===== src/rtl/swct_pkg.sv =====
`default_nettype none
// ----------------------------------------------------------------------------
// swct_pkg: shared types and constants of the status word change tracker
// Command codes, register indexes, stamp memory row types and field limits.
// ----------------------------------------------------------------------------
package swct_pkg;

  localparam int WORD_BITS  = 16;
  localparam int WORD_TOP   = 15;
  localparam int LANES      = 4;
  localparam int LANE_W     = 2;
  localparam int STAMP_W    = 32;
  localparam int FIELD_MAX  = 32;
  localparam int CFG_ADDR_W = 5;
  localparam int CFG_DATA_W = 64;

  localparam logic [STAMP_W-1:0] TIMEOUT_RST = 32'd60000;

  typedef logic [3:0]         cmd_t;
  typedef logic [STAMP_W-1:0] stamp_t;
  typedef stamp_t [LANES-1:0] stamp_row_t;

  typedef struct packed {
    logic       en;
    stamp_row_t data;
  } stamp_wr_t;

  localparam cmd_t CMD_POLL       = 4'd0;
  localparam cmd_t CMD_TICK       = 4'd1;
  localparam cmd_t CMD_FIELD_PEND = 4'd2;
  localparam cmd_t CMD_FIELD_READ = 4'd3;
  localparam cmd_t CMD_FIELD_POP  = 4'd4;
  localparam cmd_t CMD_WORD_PEND  = 4'd5;
  localparam cmd_t CMD_WORD_STAMP = 4'd6;
  localparam cmd_t CMD_WORD_READ  = 4'd7;
  localparam cmd_t CMD_ANY_PEND   = 4'd8;

  localparam logic [1:0] REG_TIMEOUT  = 2'd0;
  localparam logic [1:0] REG_BIT_IGN  = 2'd1;
  localparam logic [1:0] REG_WORD_IGN = 2'd2;

endpackage
`default_nettype wire


===== src/rtl/swct_ifs.sv =====
`default_nettype none
// ----------------------------------------------------------------------------
// swct_in_if / swct_out_if: valid-ready channels of the change tracker
// Command channel into the block and result channel out of it.
// ----------------------------------------------------------------------------
interface swct_in_if;
  import swct_pkg::*;
  logic        valid;
  logic        ready;
  cmd_t        cmd;
  logic [63:0] response;
  logic [5:0]  bit_index;
  logic [5:0]  bit_count;
  logic [1:0]  word_index;

  modport source (output valid, cmd, response, bit_index, bit_count, word_index,
                  input ready);
  modport sink   (input valid, cmd, response, bit_index, bit_count, word_index,
                  output ready);
endinterface

interface swct_out_if;
  import swct_pkg::*;
  logic        valid;
  logic        ready;
  logic        changed;
  logic        flag;
  logic [31:0] value;
  logic        range_error;

  modport source (output valid, changed, flag, value, range_error, input ready);
  modport sink   (input valid, changed, flag, value, range_error, output ready);
endinterface
`default_nettype wire


===== src/rtl/swct_stamp_mem.sv =====
`default_nettype none
// ----------------------------------------------------------------------------
// swct_stamp_mem: bit time-stamp memory
// One row of four stamps per address, registered read, one write port.
// Rows never written since reset read as zero through per-row valid bits.
// ----------------------------------------------------------------------------
module swct_stamp_mem #(
  parameter int ROWS = 16
) (
  input  logic                        clk,
  input  logic                        rst_n,
  input  logic                        rd_en,
  input  logic [$clog2(ROWS)-1:0]     rd_row,
  output swct_pkg::stamp_row_t        rd_data,
  input  swct_pkg::stamp_wr_t         wr,
  input  logic [$clog2(ROWS)-1:0]     wr_row
);
  import swct_pkg::*;

  stamp_row_t            mem [ROWS];
  stamp_row_t            rd_data_r;
  logic                  rd_vld_r;
  logic [ROWS-1:0]       row_vld_r;

  always_ff @(posedge clk) begin
    if (wr.en) begin
      mem[wr_row] <= wr.data;
    end
    if (rd_en) begin
      rd_data_r <= mem[rd_row];
    end
  end

  always_ff @(posedge clk) begin
    if (!rst_n) begin
      row_vld_r <= '0;
      rd_vld_r  <= 1'b0;
    end else begin
      if (wr.en) begin
        row_vld_r[wr_row] <= 1'b1;
      end
      if (rd_en) begin
        rd_vld_r <= row_vld_r[rd_row];
      end
    end
  end

  // unwritten rows read as zero through their row valid bit
  assign rd_data = rd_vld_r ? rd_data_r : '0;

endmodule
`default_nettype wire


===== src/rtl/status_word_change_tracker.sv =====
`default_nettype none
// ----------------------------------------------------------------------------
// status_word_change_tracker: shadow of a polled status response
// Tracks word and bit changes with time stamps and pending flags, answers
// field, word and pending queries, and re-marks bits whose stamp expired.
// ----------------------------------------------------------------------------
// Steps: a query is latched, then executed into the output register; a
//   popcount adds a counting step, and a poll walks the stamp memory,
//   one row of four bits per cycle.
// Throughput: one transaction at a time; the next one is taken as soon as the
//   result sits in the output register, even while it waits to be taken.
// Reset: synchronous, active low; clears control, configuration and tracked state at once, no clearing pass.
// ----------------------------------------------------------------------------
module status_word_change_tracker #(
  parameter int WORDS = 4
) (
  input  logic                            clk,
  input  logic                            rst_n,
  swct_in_if.sink                         in_ch,
  swct_out_if.source                      out_ch,
  input  logic                            psel,
  input  logic                            penable,
  input  logic                            pwrite,
  input  logic [swct_pkg::CFG_ADDR_W-1:0] paddr,
  input  logic [swct_pkg::CFG_DATA_W-1:0] pwdata,
  output logic [swct_pkg::CFG_DATA_W-1:0] prdata,
  output logic                            pready
);
  import swct_pkg::*;

  localparam int NBITS  = WORD_BITS * WORDS;
  localparam int ROWS   = NBITS / LANES;
  localparam int ROW_W  = $clog2(ROWS);
  localparam int BIT_W  = $clog2(NBITS);
  localparam int WSEL_W = (WORDS > 1) ? $clog2(WORDS) : 1;

  // sequencer states
  localparam logic [2:0] S_IDLE     = 3'd0;
  localparam logic [2:0] S_EXEC     = 3'd1;
  localparam logic [2:0] S_WALK     = 3'd2;
  localparam logic [2:0] S_POLL_OUT = 3'd3;
  localparam logic [2:0] S_POPC     = 3'd4;

  logic [2:0]           state_r, state_nxt;

  // configuration
  stamp_t               timeout_r, timeout_nxt;
  logic [63:0]          bit_ign_r, bit_ign_nxt;
  logic [3:0]           word_ign_r, word_ign_nxt;

  // tracked state
  logic [WORD_BITS-1:0] word_val_r [WORDS];
  logic [WORD_BITS-1:0] word_val_nxt [WORDS];
  stamp_t               word_stamp_r [WORDS];
  stamp_t               word_stamp_nxt [WORDS];
  logic [WORDS-1:0]     word_pend_r, word_pend_nxt;
  logic [NBITS-1:0]     bit_val_r, bit_val_nxt;
  logic [NBITS-1:0]     bit_pend_r, bit_pend_nxt;
  stamp_t               now_ms_r, now_ms_nxt;

  // latched transaction
  cmd_t                 cmd_r, cmd_nxt;
  logic [63:0]          resp_r, resp_nxt;
  logic [5:0]           idx_r, idx_nxt;
  logic [5:0]           cnt_r, cnt_nxt;
  logic [1:0]           widx_r, widx_nxt;

  // poll walk
  logic                 rd_busy_r, rd_busy_nxt;
  logic [ROW_W-1:0]     rd_row_r, rd_row_nxt;
  logic                 wb_vld_r, wb_vld_nxt;
  logic [ROW_W-1:0]     wb_row_r, wb_row_nxt;
  logic                 any_r, any_nxt;

  // popcount stage
  logic [31:0]          pop_src_r, pop_src_nxt;
  logic                 pop_err_r, pop_err_nxt;

  // output register
  logic                 out_valid_r, out_valid_nxt;
  logic                 out_changed_r, out_changed_nxt;
  logic                 out_flag_r, out_flag_nxt;
  logic [31:0]          out_value_r, out_value_nxt;
  logic                 out_rerr_r, out_rerr_nxt;

  // stamp memory ports
  stamp_row_t           rd_data;
  stamp_wr_t            stamp_wr;

  logic                 slot_free;
  logic                 cfg_wr;
  logic [1:0]           cfg_reg;

  // ---------------------------------------------------------------------------
  // Status bit view of the stored words: bit 16w is the MSB of word w.
  // ---------------------------------------------------------------------------
  logic [NBITS-1:0]     sv;

  always_comb begin
    for (int i = 0; i < NBITS; i++) begin
      sv[i] = word_val_r[i / WORD_BITS][WORD_TOP - (i % WORD_BITS)];
    end
  end

  // ---------------------------------------------------------------------------
  // Field decode: mask over the status bits, MSB-first value, range check.
  // ---------------------------------------------------------------------------
  logic [6:0]           fsum;
  logic                 frerr;
  logic [63:0]          fmask, rmask, bv64, bp64, rv, fval_full;
  logic [31:0]          fval;
  logic                 fpend, fign;

  assign fsum  = {1'b0, idx_r} + {1'b0, cnt_r};
  assign frerr = (cnt_r > 6'(FIELD_MAX)) || (fsum > 7'(NBITS));
  assign bv64  = 64'(bit_val_r);
  assign bp64  = 64'(bit_pend_r);

  always_comb begin
    for (int i = 0; i < 64; i++) begin
      fmask[i]      = (7'(i) >= {1'b0, idx_r}) && (7'(i) < fsum);
      rmask[63 - i] = fmask[i];
      rv[63 - i]    = bv64[i];
    end
  end

  // right-align the field so its first bit lands on top of the value
  assign fval_full = (rv & rmask) >> (7'd64 - fsum);
  assign fval      = fval_full[31:0];
  assign fpend     = |(bp64 & fmask);
  assign fign      = |(bit_ign_r & fmask);

  // ---------------------------------------------------------------------------
  // Word decode
  // ---------------------------------------------------------------------------
  logic                 w_ok;
  logic [WSEL_W-1:0]    wsel;
  logic [NBITS-1:0]     wmask;

  assign w_ok = ({1'b0, widx_r} < 3'(WORDS));
  assign wsel = widx_r[WSEL_W-1:0];

  always_comb begin
    for (int i = 0; i < NBITS; i++) begin
      wmask[i] = (2'(i / WORD_BITS) == widx_r);
    end
  end

  // ---------------------------------------------------------------------------
  // Handshakes and configuration port
  // ---------------------------------------------------------------------------
  assign in_ch.ready = (state_r == S_IDLE);
  assign slot_free   = !out_valid_r || out_ch.ready;

  assign pready  = 1'b1;
  assign cfg_wr  = psel && penable && pwrite;
  assign cfg_reg = paddr[CFG_ADDR_W-1 -: 2];

  always_comb begin
    case (cfg_reg)
      REG_TIMEOUT:  prdata = {32'b0, timeout_r};
      REG_BIT_IGN:  prdata = bit_ign_r;
      REG_WORD_IGN: prdata = {60'b0, word_ign_r};
      default:      prdata = '0;
    endcase
  end

  // ---------------------------------------------------------------------------
  // Next state
  // ---------------------------------------------------------------------------
  logic [BIT_W-1:0]     bi;
  stamp_t               age;
  logic                 upd;

  always_comb begin
    state_nxt       = state_r;
    timeout_nxt     = timeout_r;
    bit_ign_nxt     = bit_ign_r;
    word_ign_nxt    = word_ign_r;
    word_val_nxt    = word_val_r;
    word_stamp_nxt  = word_stamp_r;
    word_pend_nxt   = word_pend_r;
    bit_val_nxt     = bit_val_r;
    bit_pend_nxt    = bit_pend_r;
    now_ms_nxt      = now_ms_r;
    cmd_nxt         = cmd_r;
    resp_nxt        = resp_r;
    idx_nxt         = idx_r;
    cnt_nxt         = cnt_r;
    widx_nxt        = widx_r;
    rd_busy_nxt     = rd_busy_r;
    rd_row_nxt      = rd_row_r;
    wb_vld_nxt      = 1'b0;
    wb_row_nxt      = wb_row_r;
    any_nxt         = any_r;
    pop_src_nxt     = pop_src_r;
    pop_err_nxt     = pop_err_r;
    out_valid_nxt   = out_valid_r && !out_ch.ready;
    out_changed_nxt = out_changed_r;
    out_flag_nxt    = out_flag_r;
    out_value_nxt   = out_value_r;
    out_rerr_nxt    = out_rerr_r;
    stamp_wr.en     = wb_vld_r;
    stamp_wr.data   = rd_data;
    bi              = '0;
    age             = '0;
    upd             = 1'b0;

    if (cfg_wr) begin
      case (cfg_reg)
        REG_TIMEOUT:  timeout_nxt  = pwdata[31:0];
        REG_BIT_IGN:  bit_ign_nxt  = pwdata;
        REG_WORD_IGN: word_ign_nxt = pwdata[3:0];
        default: ;
      endcase
    end

    case (state_r)
      S_IDLE: begin
        // hold the transaction for the execute step
        if (in_ch.valid) begin
          cmd_nxt   = in_ch.cmd;
          resp_nxt  = in_ch.response;
          idx_nxt   = in_ch.bit_index;
          cnt_nxt   = in_ch.bit_count;
          widx_nxt  = in_ch.word_index;
          state_nxt = S_EXEC;
        end
      end

      S_EXEC: begin
        if (cmd_r == CMD_POLL) begin
          // store changed words and stamp them, then walk the bits
          any_nxt = 1'b0;
          for (int w = 0; w < WORDS; w++) begin
            if (resp_r[63 - WORD_BITS * w -: WORD_BITS] != word_val_r[w]) begin
              any_nxt           = 1'b1;
              word_pend_nxt[w]  = 1'b1;
              word_stamp_nxt[w] = now_ms_r;
              word_val_nxt[w]   = resp_r[63 - WORD_BITS * w -: WORD_BITS];
            end
          end
          rd_busy_nxt = 1'b1;
          rd_row_nxt  = '0;
          state_nxt   = S_WALK;
        end else if (cmd_r == CMD_FIELD_POP) begin
          // pick the field now, count its ones in the next step
          pop_src_nxt = fval;
          pop_err_nxt = frerr;
          if (!frerr) begin
            bit_pend_nxt = bit_pend_r & ~fmask[NBITS-1:0];
          end
          state_nxt = S_POPC;
        end else if (slot_free) begin
          out_valid_nxt   = 1'b1;
          out_changed_nxt = 1'b0;
          out_flag_nxt    = 1'b0;
          out_value_nxt   = '0;
          out_rerr_nxt    = 1'b0;
          case (cmd_r)
            CMD_TICK: begin
              now_ms_nxt = now_ms_r + 32'd1;
            end
            CMD_FIELD_PEND: begin
              out_rerr_nxt = frerr;
              out_flag_nxt = !frerr && fpend && !fign;
            end
            CMD_FIELD_READ: begin
              out_rerr_nxt = frerr;
              if (!frerr) begin
                out_value_nxt = fval;
                bit_pend_nxt  = bit_pend_r & ~fmask[NBITS-1:0];
              end
            end
            CMD_WORD_PEND: begin
              out_flag_nxt = w_ok && word_pend_r[wsel] && !word_ign_r[widx_r];
            end
            CMD_WORD_STAMP: begin
              if (w_ok) begin
                out_value_nxt = word_stamp_r[wsel];
              end
            end
            CMD_WORD_READ: begin
              // drop the word's flag and the flags of its 16 bits
              if (w_ok) begin
                out_value_nxt       = {16'b0, word_val_r[wsel]};
                word_pend_nxt[wsel] = 1'b0;
                bit_pend_nxt        = bit_pend_r & ~wmask;
              end
            end
            CMD_ANY_PEND: begin
              out_flag_nxt = |bit_pend_r;
            end
            default: ;
          endcase
          state_nxt = S_IDLE;
        end
      end

      S_WALK: begin
        // read row k while row k-1 is written back
        if (rd_busy_r) begin
          rd_row_nxt = rd_row_r + ROW_W'(1);
          if (rd_row_r == ROW_W'(ROWS - 1)) begin
            rd_busy_nxt = 1'b0;
          end
        end
        wb_vld_nxt = rd_busy_r;
        wb_row_nxt = rd_row_r;

        if (wb_vld_r) begin
          for (int l = 0; l < LANES; l++) begin
            bi  = {wb_row_r, LANE_W'(l)};
            age = now_ms_r - rd_data[l];
            upd = (sv[bi] != bit_val_r[bi]) || (age > timeout_r);
            if (upd) begin
              any_nxt            = 1'b1;
              bit_pend_nxt[bi]   = 1'b1;
              bit_val_nxt[bi]    = sv[bi];
              stamp_wr.data[l]   = now_ms_r;
            end
          end
          if (wb_row_r == ROW_W'(ROWS - 1)) begin
            state_nxt = S_POLL_OUT;
          end
        end
      end

      S_POLL_OUT: begin
        if (slot_free) begin
          out_valid_nxt   = 1'b1;
          out_changed_nxt = any_r;
          out_flag_nxt    = 1'b0;
          out_value_nxt   = '0;
          out_rerr_nxt    = 1'b0;
          state_nxt       = S_IDLE;
        end
      end

      S_POPC: begin
        if (slot_free) begin
          out_valid_nxt   = 1'b1;
          out_changed_nxt = 1'b0;
          out_flag_nxt    = 1'b0;
          out_value_nxt   = pop_err_r ? 32'd0 : 32'($countones(pop_src_r));
          out_rerr_nxt    = pop_err_r;
          state_nxt       = S_IDLE;
        end
      end

      default: begin
        state_nxt = S_IDLE;
      end
    endcase
  end

  // ---------------------------------------------------------------------------
  // Registers
  // ---------------------------------------------------------------------------
  always_ff @(posedge clk) begin
    if (!rst_n) begin
      state_r      <= S_IDLE;
      timeout_r    <= TIMEOUT_RST;
      bit_ign_r    <= '0;
      word_ign_r   <= '0;
      word_val_r   <= '{default: '0};
      word_stamp_r <= '{default: '0};
      word_pend_r  <= '0;
      bit_val_r    <= '0;
      bit_pend_r   <= '0;
      now_ms_r     <= '0;
      rd_busy_r    <= 1'b0;
      rd_row_r     <= '0;
      wb_vld_r     <= 1'b0;
      wb_row_r     <= '0;
      out_valid_r  <= 1'b0;
    end else begin
      state_r      <= state_nxt;
      timeout_r    <= timeout_nxt;
      bit_ign_r    <= bit_ign_nxt;
      word_ign_r   <= word_ign_nxt;
      word_val_r   <= word_val_nxt;
      word_stamp_r <= word_stamp_nxt;
      word_pend_r  <= word_pend_nxt;
      bit_val_r    <= bit_val_nxt;
      bit_pend_r   <= bit_pend_nxt;
      now_ms_r     <= now_ms_nxt;
      rd_busy_r    <= rd_busy_nxt;
      rd_row_r     <= rd_row_nxt;
      wb_vld_r     <= wb_vld_nxt;
      wb_row_r     <= wb_row_nxt;
      out_valid_r  <= out_valid_nxt;
    end
  end

  // payload registers
  always_ff @(posedge clk) begin
    cmd_r         <= cmd_nxt;
    resp_r        <= resp_nxt;
    idx_r         <= idx_nxt;
    cnt_r         <= cnt_nxt;
    widx_r        <= widx_nxt;
    any_r         <= any_nxt;
    pop_src_r     <= pop_src_nxt;
    pop_err_r     <= pop_err_nxt;
    out_changed_r <= out_changed_nxt;
    out_flag_r    <= out_flag_nxt;
    out_value_r   <= out_value_nxt;
    out_rerr_r    <= out_rerr_nxt;
  end

  // ---------------------------------------------------------------------------
  // Stamp memory
  // ---------------------------------------------------------------------------
  swct_stamp_mem #(
    .ROWS (ROWS)
  ) u_stamp_mem (
    .clk     (clk),
    .rst_n   (rst_n),
    .rd_en   (rd_busy_r),
    .rd_row  (rd_row_r),
    .rd_data (rd_data),
    .wr      (stamp_wr),
    .wr_row  (wb_row_r)
  );

  // ---------------------------------------------------------------------------
  // Result channel
  // ---------------------------------------------------------------------------
  assign out_ch.valid       = out_valid_r;
  assign out_ch.changed     = out_changed_r;
  assign out_ch.flag        = out_flag_r;
  assign out_ch.value       = out_value_r;
  assign out_ch.range_error = out_rerr_r;

  // ---------------------------------------------------------------------------
  // Assertions
  // ---------------------------------------------------------------------------
  a_walk_order: assert property (@(posedge clk) disable iff (!rst_n)
    (wb_vld_r && rd_busy_r) |-> (rd_row_r == (wb_row_r + ROW_W'(1))))
    else $error("stamp write-back row does not trail the read row by one");

  a_accept_exec: assert property (@(posedge clk) disable iff (!rst_n)
    (in_ch.valid && in_ch.ready) |=> (state_r == S_EXEC))
    else $error("accepted transaction did not enter execute");

  a_walk_clock: assert property (@(posedge clk) disable iff (!rst_n)
    (state_r == S_WALK) |=> $stable(now_ms_r))
    else $error("millisecond counter moved during a poll walk");

  a_walk_done: assert property (@(posedge clk) disable iff (!rst_n)
    (state_r == S_POLL_OUT) |-> (!rd_busy_r && !wb_vld_r))
    else $error("poll result raised with memory accesses in flight");

  a_popc_entry: assert property (@(posedge clk) disable iff (!rst_n)
    (state_r == S_POPC) |-> ($past(state_r) == S_EXEC || $past(state_r) == S_POPC))
    else $error("popcount step entered from a wrong state");

endmodule
`default_nettype wire


===== src/flat_wrapper.sv =====
// flat-port wrapper written by rule: the top's interface ports become plain ports
module status_word_change_tracker_flat import swct_pkg::*;
#(
  parameter int WORDS = 4
)
  (clk, rst_n, psel, penable, pwrite, paddr, pwdata, prdata, pready, in_ch_valid, in_ch_cmd, in_ch_response, in_ch_bit_index, in_ch_bit_count, in_ch_word_index, in_ch_ready, out_ch_valid, out_ch_changed, out_ch_flag, out_ch_value, out_ch_range_error, out_ch_ready);
  swct_in_if in_ch_i ();
  swct_out_if out_ch_i ();
  input  logic clk;
  input  logic rst_n;
  input  logic psel;
  input  logic penable;
  input  logic pwrite;
  input  logic [swct_pkg::CFG_ADDR_W-1:0] paddr;
  input  logic [swct_pkg::CFG_DATA_W-1:0] pwdata;
  output logic [swct_pkg::CFG_DATA_W-1:0] prdata;
  output logic pready;
  input wire logic [$bits(in_ch_i.valid)-1:0] in_ch_valid;
  input wire logic [$bits(in_ch_i.cmd)-1:0] in_ch_cmd;
  input wire logic [$bits(in_ch_i.response)-1:0] in_ch_response;
  input wire logic [$bits(in_ch_i.bit_index)-1:0] in_ch_bit_index;
  input wire logic [$bits(in_ch_i.bit_count)-1:0] in_ch_bit_count;
  input wire logic [$bits(in_ch_i.word_index)-1:0] in_ch_word_index;
  output wire logic [$bits(in_ch_i.ready)-1:0] in_ch_ready;
  output wire logic [$bits(out_ch_i.valid)-1:0] out_ch_valid;
  output wire logic [$bits(out_ch_i.changed)-1:0] out_ch_changed;
  output wire logic [$bits(out_ch_i.flag)-1:0] out_ch_flag;
  output wire logic [$bits(out_ch_i.value)-1:0] out_ch_value;
  output wire logic [$bits(out_ch_i.range_error)-1:0] out_ch_range_error;
  input wire logic [$bits(out_ch_i.ready)-1:0] out_ch_ready;
  assign in_ch_i.valid = in_ch_valid;
  assign in_ch_i.cmd = in_ch_cmd;
  assign in_ch_i.response = in_ch_response;
  assign in_ch_i.bit_index = in_ch_bit_index;
  assign in_ch_i.bit_count = in_ch_bit_count;
  assign in_ch_i.word_index = in_ch_word_index;
  assign in_ch_ready = in_ch_i.ready;
  assign out_ch_valid = out_ch_i.valid;
  assign out_ch_changed = out_ch_i.changed;
  assign out_ch_flag = out_ch_i.flag;
  assign out_ch_value = out_ch_i.value;
  assign out_ch_range_error = out_ch_i.range_error;
  assign out_ch_i.ready = out_ch_ready;
  status_word_change_tracker #(.WORDS(WORDS)) u_core (.clk(clk), .rst_n(rst_n), .in_ch(in_ch_i), .out_ch(out_ch_i), .psel(psel), .penable(penable), .pwrite(pwrite), .paddr(paddr), .pwdata(pwdata), .prdata(prdata), .pready(pready));
endmodule

===== config.mk =====
export PLATFORM = sky130hd
export DESIGN_NAME = status_word_change_tracker_flat
export DESIGN_NICKNAME = d
export VERILOG_FILES = /design/src/rtl/swct_pkg.sv /design/src/rtl/swct_ifs.sv /design/src/rtl/swct_stamp_mem.sv /design/src/rtl/status_word_change_tracker.sv /design/src/flat_wrapper.sv
export SDC_FILE = /design/constraint.sdc
export NUM_CORES = 2
export LEC_CHECK = 0
export BUFFER_PORTS_ARGS = -buffer_cell sky130_fd_sc_hd__buf_2
export CAP_MARGIN = 20
export CORE_MARGIN = 2
export CORE_UTILIZATION = 45
export CTS_BUF_LIST = sky130_fd_sc_hd__clkbuf_4 sky130_fd_sc_hd__clkbuf_8
export CTS_CLUSTER_SIZE = 10
export DETAILED_ROUTE_END_ITERATION = 16
export PLACE_DENSITY = 0.69
export SLEW_MARGIN = 20
export SYNTH_ARGS = -nofsm -noshare
export SYNTH_HDL_FRONTEND = slang
export SYNTH_SLANG_ARGS = --single-unit

===== constraint.sdc =====
create_clock -name clk -period 15.15 [get_ports clk]
set_input_delay 0.7575 -clock clk [delete_from_list [all_inputs] [get_ports clk]]
set_output_delay 0.7575 -clock clk [all_outputs]
set_load 0.005 [all_outputs]

[After elaboration in Yosys (flattened, before gate mapping)]
Memory sizes are Yosys's and may differ from the RTL's. A register that Yosys moved wholly into a read port is not among the register bits.
Index checks and enable logic that the tools add are counted.
Widths: inputs -> output; s select.
Operators by class
  add/sub/neg operators: 39
  order comparisons: 147
  eq/ne operators: 46
  shifts and indexed selects: 1
  muxes and demuxes: 144
  bitwise logic cells: 17
  reduce and logical (&&, ||, !) cells: 124
Operator list (number)
  $mux 64: 25
  $add 32x32->32: 15
  $mux 32: 13
  $mux 128: 3
  $and 64x64->64: 5
  $bwmux 64: 4
  $pmux 64 s2: 2
  $lt 6x7->1 const A: 32
  $pmux 32 s3: 2
  $pmux 64 s3: 1
  $reduce_or 64->1: 3
  $ge 6x6->1 const A: 31
  $gt 32x32->1: 4
  $not 64->64: 2
  $sub 32x32->32: 4
  $lt 5x7->1 const A: 16
  $ge 5x6->1 const A: 16
  $logic_and 1x1->1: 75
  $bmux 32 s2: 1
  $ne 16x16->1: 4
  $or 64x61->64: 1
  $or 64x62->64: 1
  $or 64x63->64: 1
  $or 64x64->64: 1
  other kinds (71): 256
Storage, ports and cells
  bits in registers: 638
  memory bits (writable): 2048
  input port bits: 158
  output and inout port bits: 102
  memories kept: 1
Memories
  u_core.u_stamp_mem.mem: depth 16, width 128, rd ports 1, clocked after memory_dff 1, wr ports 1, line swct_stamp_mem.sv:20  | stamp_row_t mem [ROWS];

[Depth between registers and ports, before layout]
  depth after elaboration: 20
  mapped depth: 29
  gate-level depth less buffers: 25

[By module]
Synthesis repeated with hierarchy kept, for this count alone.
Second synthesis, totals
  cells, all modules: 8702
  area, all modules: 127748.8 um2
Modules (own cells, without submodules)
  swct_stamp_mem: instances 1, cells an instance 3286, area each 82273.9 um2, seq. area each 65683.0 um2
  status_word_change_tracker: instances 1, cells an instance 5416, area each 45474.9 um2, seq. area each 13943.4 um2

[Least setup slack after synthesis]
OpenSTA, ideal clock, no wires.
  path type: register to register
  start: reg u_core.u_stamp_mem.rd_vld_r
  end: mem u_core.u_stamp_mem.mem[0][33] (netlist bit) (data pin)
  setup time: 0.330 ns
  arrival: 5.979 ns
  required time: 14.820 ns
  setup slack: 8.840 ns
  cell stages (with the launch flop): 29
  path buffers: 4
  cells stage by stage: dfxtp_1 > clkbuf_1 > clkbuf_1 > and2_1 > ha_1 > inv_1 > fa_1 > a21o_1 > a21oi_1 > o211ai_1 > o2111ai_1 > a311oi_1 > o311a_1 > o2111ai_1 > nor2b_1 > o21ai_0 > xor2_1 > ha_1 > a21o_1 > a21o_1 > a21o_1 > a21o_1 > a21oi_1 > o21ai_0 > o21ai_0 > a31oi_1 > buf_2 > buf_1 > o21ai_0
RTL lines
  start: declaration: line swct_stamp_mem.sv:22  | logic rd_vld_r;
  start signal: assignment: line swct_stamp_mem.sv:43  | rd_vld_r <= row_vld_r[rd_row];
  end: declaration: line swct_stamp_mem.sv:20

==> impl.org <==
** Place
- Post-placement cell area :: 0.134 mm2
- RD Place Congestion :: 1.03
- Detailed placer's ending HPWL :: 261000 um
- I/O Buffers :: 255

** Final layout
- From synthesis to final layout, the design area changed by 13.0%.
- In the final design database the tool counted 9877 nets.
- Leading cell types in the layout, fill and taps excluded :: sky130_fd_sc_hd__edfxtp_1 (2327), sky130_fd_sc_hd__nand2_1 (744), sky130_fd_sc_hd__mux4_2 (733), sky130_fd_sc_hd__nor2_1 (662), sky130_fd_sc_hd__a21oi_1 (584)
- Leading cell type in the layout, fill and taps excluded :: sky130_fd_sc_hd__edfxtp_1
- Share of final-layout standard cells stronger than drive strength 1 :: 21.9%
- After routing the design area is 0.145 mm2.

** Synth
- Simple-gate share of the synthesized area :: 7.40%
- Fraction of the mapped netlist area in adder cells :: 3.30%
- Average footprint of a synthesized cell :: 14.5 um2
- Synth Instances :: 8825
- Part of the Yosys area used for sequential elements :: 62.2%
- Mapped Nets :: 9302
- Yosys attributes the largest share of cell area to sky130_fd_sc_hd__edfxtp_1 (55%), sky130_fd_sc_hd__mux4_2 (13%), sky130_fd_sc_hd__dfxtp_1 (7.6%).
- Fraction of the mapped netlist area in compound gates :: 8.60%
- Flip-flop and latch count after synthesis :: 2814
- Synthesized-area fraction occupied by xor and xnor cells :: 1.48%
- Of the post-synthesis cell area, the dominant cell type holds 54.6%.
- The portion of synthesized area spent on multiplexers is 14.9%.
- After synthesis, the largest family of logic cells by area is multiplexers.
- During synthesis, Yosys emitted a total of 0 warnings.
- Among all flip-flop cells after synthesis, the most frequent one is sky130_fd_sc_hd__edfxtp_1.
- Async S/R FF share, synth :: 0%
- Number of distinct library cells after synthesis :: 104
- Most area-hungry cell type in the Yosys netlist :: sky130_fd_sc_hd__edfxtp_1
- Synthesized cell area :: 0.128 mm2
- Post-synth EDFFs :: 2327

** STA
- Number of endpoints failing setup at the final stage :: 0
- At the pin with the least slew margin, the transition time is 1.31 ns.
- The clock period could shrink to 9.65 ns.
- Fmax :: 0.104 GHz
- Maximum clock skew at final layout :: 0.167 ns
- Fin. Hold Viols :: 0
- Final worst path period share :: 63.7%
- Sum of negative setup slack :: 0 ns
- The worst pin sits at a relative slew slack of 11.7%.
- Slew Viols, Final :: 0
- Setup repair after global routing left no endpoint under its margin.

** Routing
- Summed over all layers, the routed wires come to 417000 um.
- The detailed router finished its first iteration with 10.8k violations.
- Routed length on met3 :: 39400 um
- Routed length per placed instance :: 30.8 um
- In this run the remaining antenna-violating nets after routing total 0.
- After detailed routing, no signal wire sits above met5.
- Drt pass-1 iters :: 8
- Number of design rule violations left after detail routing :: 0
- After detailed routing, the wire length on met1 is 165000 um.
- Overall via count from detail_route :: 85.3k
- Wire segments on met2 add up to 191000 um in the final route.
- Via-to-Cell Ratio :: 6.31

** CTS
- In this run the number of H-tree levels came out at 5.
- The clock net in this run drives a total of 2814 sinks.
- Total CTS buffers :: 441
- TritonCTS built the clock tree.
- The longest clock path from root to sink contains 4 buffers.
- After clock tree synthesis, the clock-pin slew on the worst setup and hold paths is 0.06 ns.
- Setup bufs post-CTS :: 0
- Clock latency of the later-clocked register in the worst-skew pair :: 1.12 ns
- In this run, post-CTS repair resized a total of 0 instances.
- In this run the clock root is driven by a sky130_fd_sc_hd__clkbuf_8.

** GRT
- For this run, the total global-route usage over all layers was measured as 28.3%.
- Entering global routing, the biggest net connects 159 pins.
- Residual overflow from global routing :: 0
- The number of antenna violations at the first check in global routing came to 11.
- The number of global-route vias before repair is 83.1k.
- The first global-routing pass estimated 592000 um of wire.

** Floorplanning
- The floorplan step defined a die boundary enclosing 0.289 mm2.
- Row count :: 195
- From left edge to right edge, the die measures 537 um.
- Count of boundary I/O pins :: 260
- The core region is 0.283 mm2.
- Starting density of the core :: 45.3%
- From bottom edge to top edge, the die measures 537 um.

** Setup path
- Critical Path Fanout Max :: 32
- Kind of start point of the critical path :: flip-flop
- The worst setup path is of the flip-flop to flip-flop kind.
- Data on the critical path arrives at its endpoint at 10.26 ns.
- Critical path capture point type :: flip-flop
- STA puts the critical path data required time at 15.75 ns.

** Hold path
- Min-delay worst type :: primary input to flip-flop

** Job
- Max-capacitance violation count :: 0

** Power and ir drop
- Static leakage :: 45.3 nW
- For this design the ratio of total power to cell area is 110 mW/mm2.
- IR analysis of the VDD net gives a maximum drop of 0.0783 mV.

** Outcome
- Outcome :: completed
[synthesized netlist by cell type (all sizes together) (64+ instances only)]
cell    number
a211oi      64
a21oi      587
mux2i      230
nand3      136
edfxtp    2327
nor2b       67
xnor2      164
dfxtp      487
ha         288
nand4       93
inv        152
nand2      746
buf        162
o21ai      329
a21o        97
o211ai      69
nor2       668
and2        74
o21a        80
mux4       733
clkbuf     361
nor3        91
[final timing paths]
check,start,endpoint,slack [ns],cells past startpoint
setup / recovery,u_core.u_stamp_mem.rd_vld_r,u_core.u_stamp_mem.mem[1][26],5.50,22
hold / removal,pwdata[43],u_core.bit_ign_r[43],0.07,3
setup reg to reg,u_core.u_stamp_mem.rd_vld_r,u_core.u_stamp_mem.mem[1][26],5.50,22
hold reg to reg,u_core.u_stamp_mem.row_vld_r[3],u_core.u_stamp_mem.row_vld_r[3],0.46,1
[worst max-delay path, stage by stage (launching register included)]
cell and delay (ns):
sky130_fd_sc_hd__dfxtp_4 0.73, sky130_fd_sc_hd__buf_4 0.41, sky130_fd_sc_hd__nand2_1 0.24, sky130_fd_sc_hd__ha_1 0.32, sky130_fd_sc_hd__nor2b_1 0.14, sky130_fd_sc_hd__o31a_1 0.28
sky130_fd_sc_hd__nor4b_1 0.36, sky130_fd_sc_hd__o31ai_1 0.21, sky130_fd_sc_hd__a22oi_1 0.34, sky130_fd_sc_hd__a21oi_1 0.18, sky130_fd_sc_hd__o41ai_1 0.45, sky130_fd_sc_hd__o21a_1 0.30
sky130_fd_sc_hd__a31oi_1 0.13, sky130_fd_sc_hd__xnor2_1 0.15, sky130_fd_sc_hd__ha_1 0.32, sky130_fd_sc_hd__nand4_1 0.18, sky130_fd_sc_hd__nor4_1 0.53, sky130_fd_sc_hd__nand3_1 0.28
sky130_fd_sc_hd__o311ai_0 0.29, sky130_fd_sc_hd__nand3_2 0.86, sky130_fd_sc_hd__nand2_2 0.55, sky130_fd_sc_hd__buf_4 0.77, sky130_fd_sc_hd__mux2i_1 1.00
[routing by layer]
metal  GRT usage [%]  vias up
li1                -    35778
met1            38.4    43629
met2            44.1     4931
met3            5.58      905
met4            13.1       10
met5               0        -
[power breakdown]
group | switching, W | internal [W] | total, W | leakage, nW
Clock | 0.00303 | 0.00338 | 0.00642 | 4.66
Combinational | 0.000871 | 0.000351 | 0.00122 | 17.8
Sequential | 0.0000314 | 0.00830 | 0.00833 | 22.8
Total | 0.00394 | 0.0120 | 0.0160 | 45.3
[cell families after synthesis]
| kind of cell | Yosys count |
|---|---|
| AOI/OAI and AO/OA | 1708 |
| xor gates and xnor gates | 216 |
| adders and majority gates | 319 |
| buffers and inverters | 682 |
| DFF | 2814 |
| muxes | 981 |
| other | 1 |
| and+or+nand+nor | 2104 |
[stage by stage]
step	setup slack [ns]	util [%]	hold WS, ns	cells	total power, W
after floorplan	8.84	-	0.435	8825	0.00917
after global placement	5.77	47.5	0.441	12553	0.00963
after detailed placement	5.70	47.5	0.450	12555	0.00963
after CTS	5.57	51.1	0.000457	13498	0.0160
after global routing	5.17	51.2	0.0561	13504	0.0164
final	5.50	51.2	0.0712	13510	0.0160
[sequential cells by signal, summed over array words and instances, names as in the netlist, 2 cells and up]
name / count
u_core.pop_src_r: 32
u_core.bit_ign_r: 64
u_core.wb_row_r: 4
u_core.timeout_r: 32
u_core.bit_pend_r: 64
u_core.cnt_r: 6
u_core.state_r: 3
u_core.widx_r: 2
u_core.u_stamp_mem.mem: 2048
u_core.word_ign_r: 4
u_core.idx_r: 6
u_core.bit_val_r: 64
u_core.cmd_r: 4
u_core.word_stamp_r: 128
u_core.sv: 64
u_core.u_stamp_mem.rd_data_r: 128
u_core.out_ch.value: 32
u_core.resp_r: 64
u_core.rd_row_r: 4
u_core.word_pend_r: 4
u_core.u_stamp_mem.row_vld_r: 16
u_core.now_ms_r: 32
[layout make-up]
type                       count  area (um2)
tap                         3743        4680
clock inverter               197        1280
fill                       23174      138000
multi-input combinational   5329       46100
timing repair buffer         655        4830
antenna                        8        20.0
sequential                  2814       79700
inverter                     159         604
clock buffer                 605        7480
[timing repair]
| item | CTS | global route |
|---|---|---|
| hold endpoints to repair | 174 | 0 |
| setup endpoints to repair | 0 | 0 |
| hold buffers | 141 | 0 |
No activity file was read; power rests on OpenSTA's default activity.
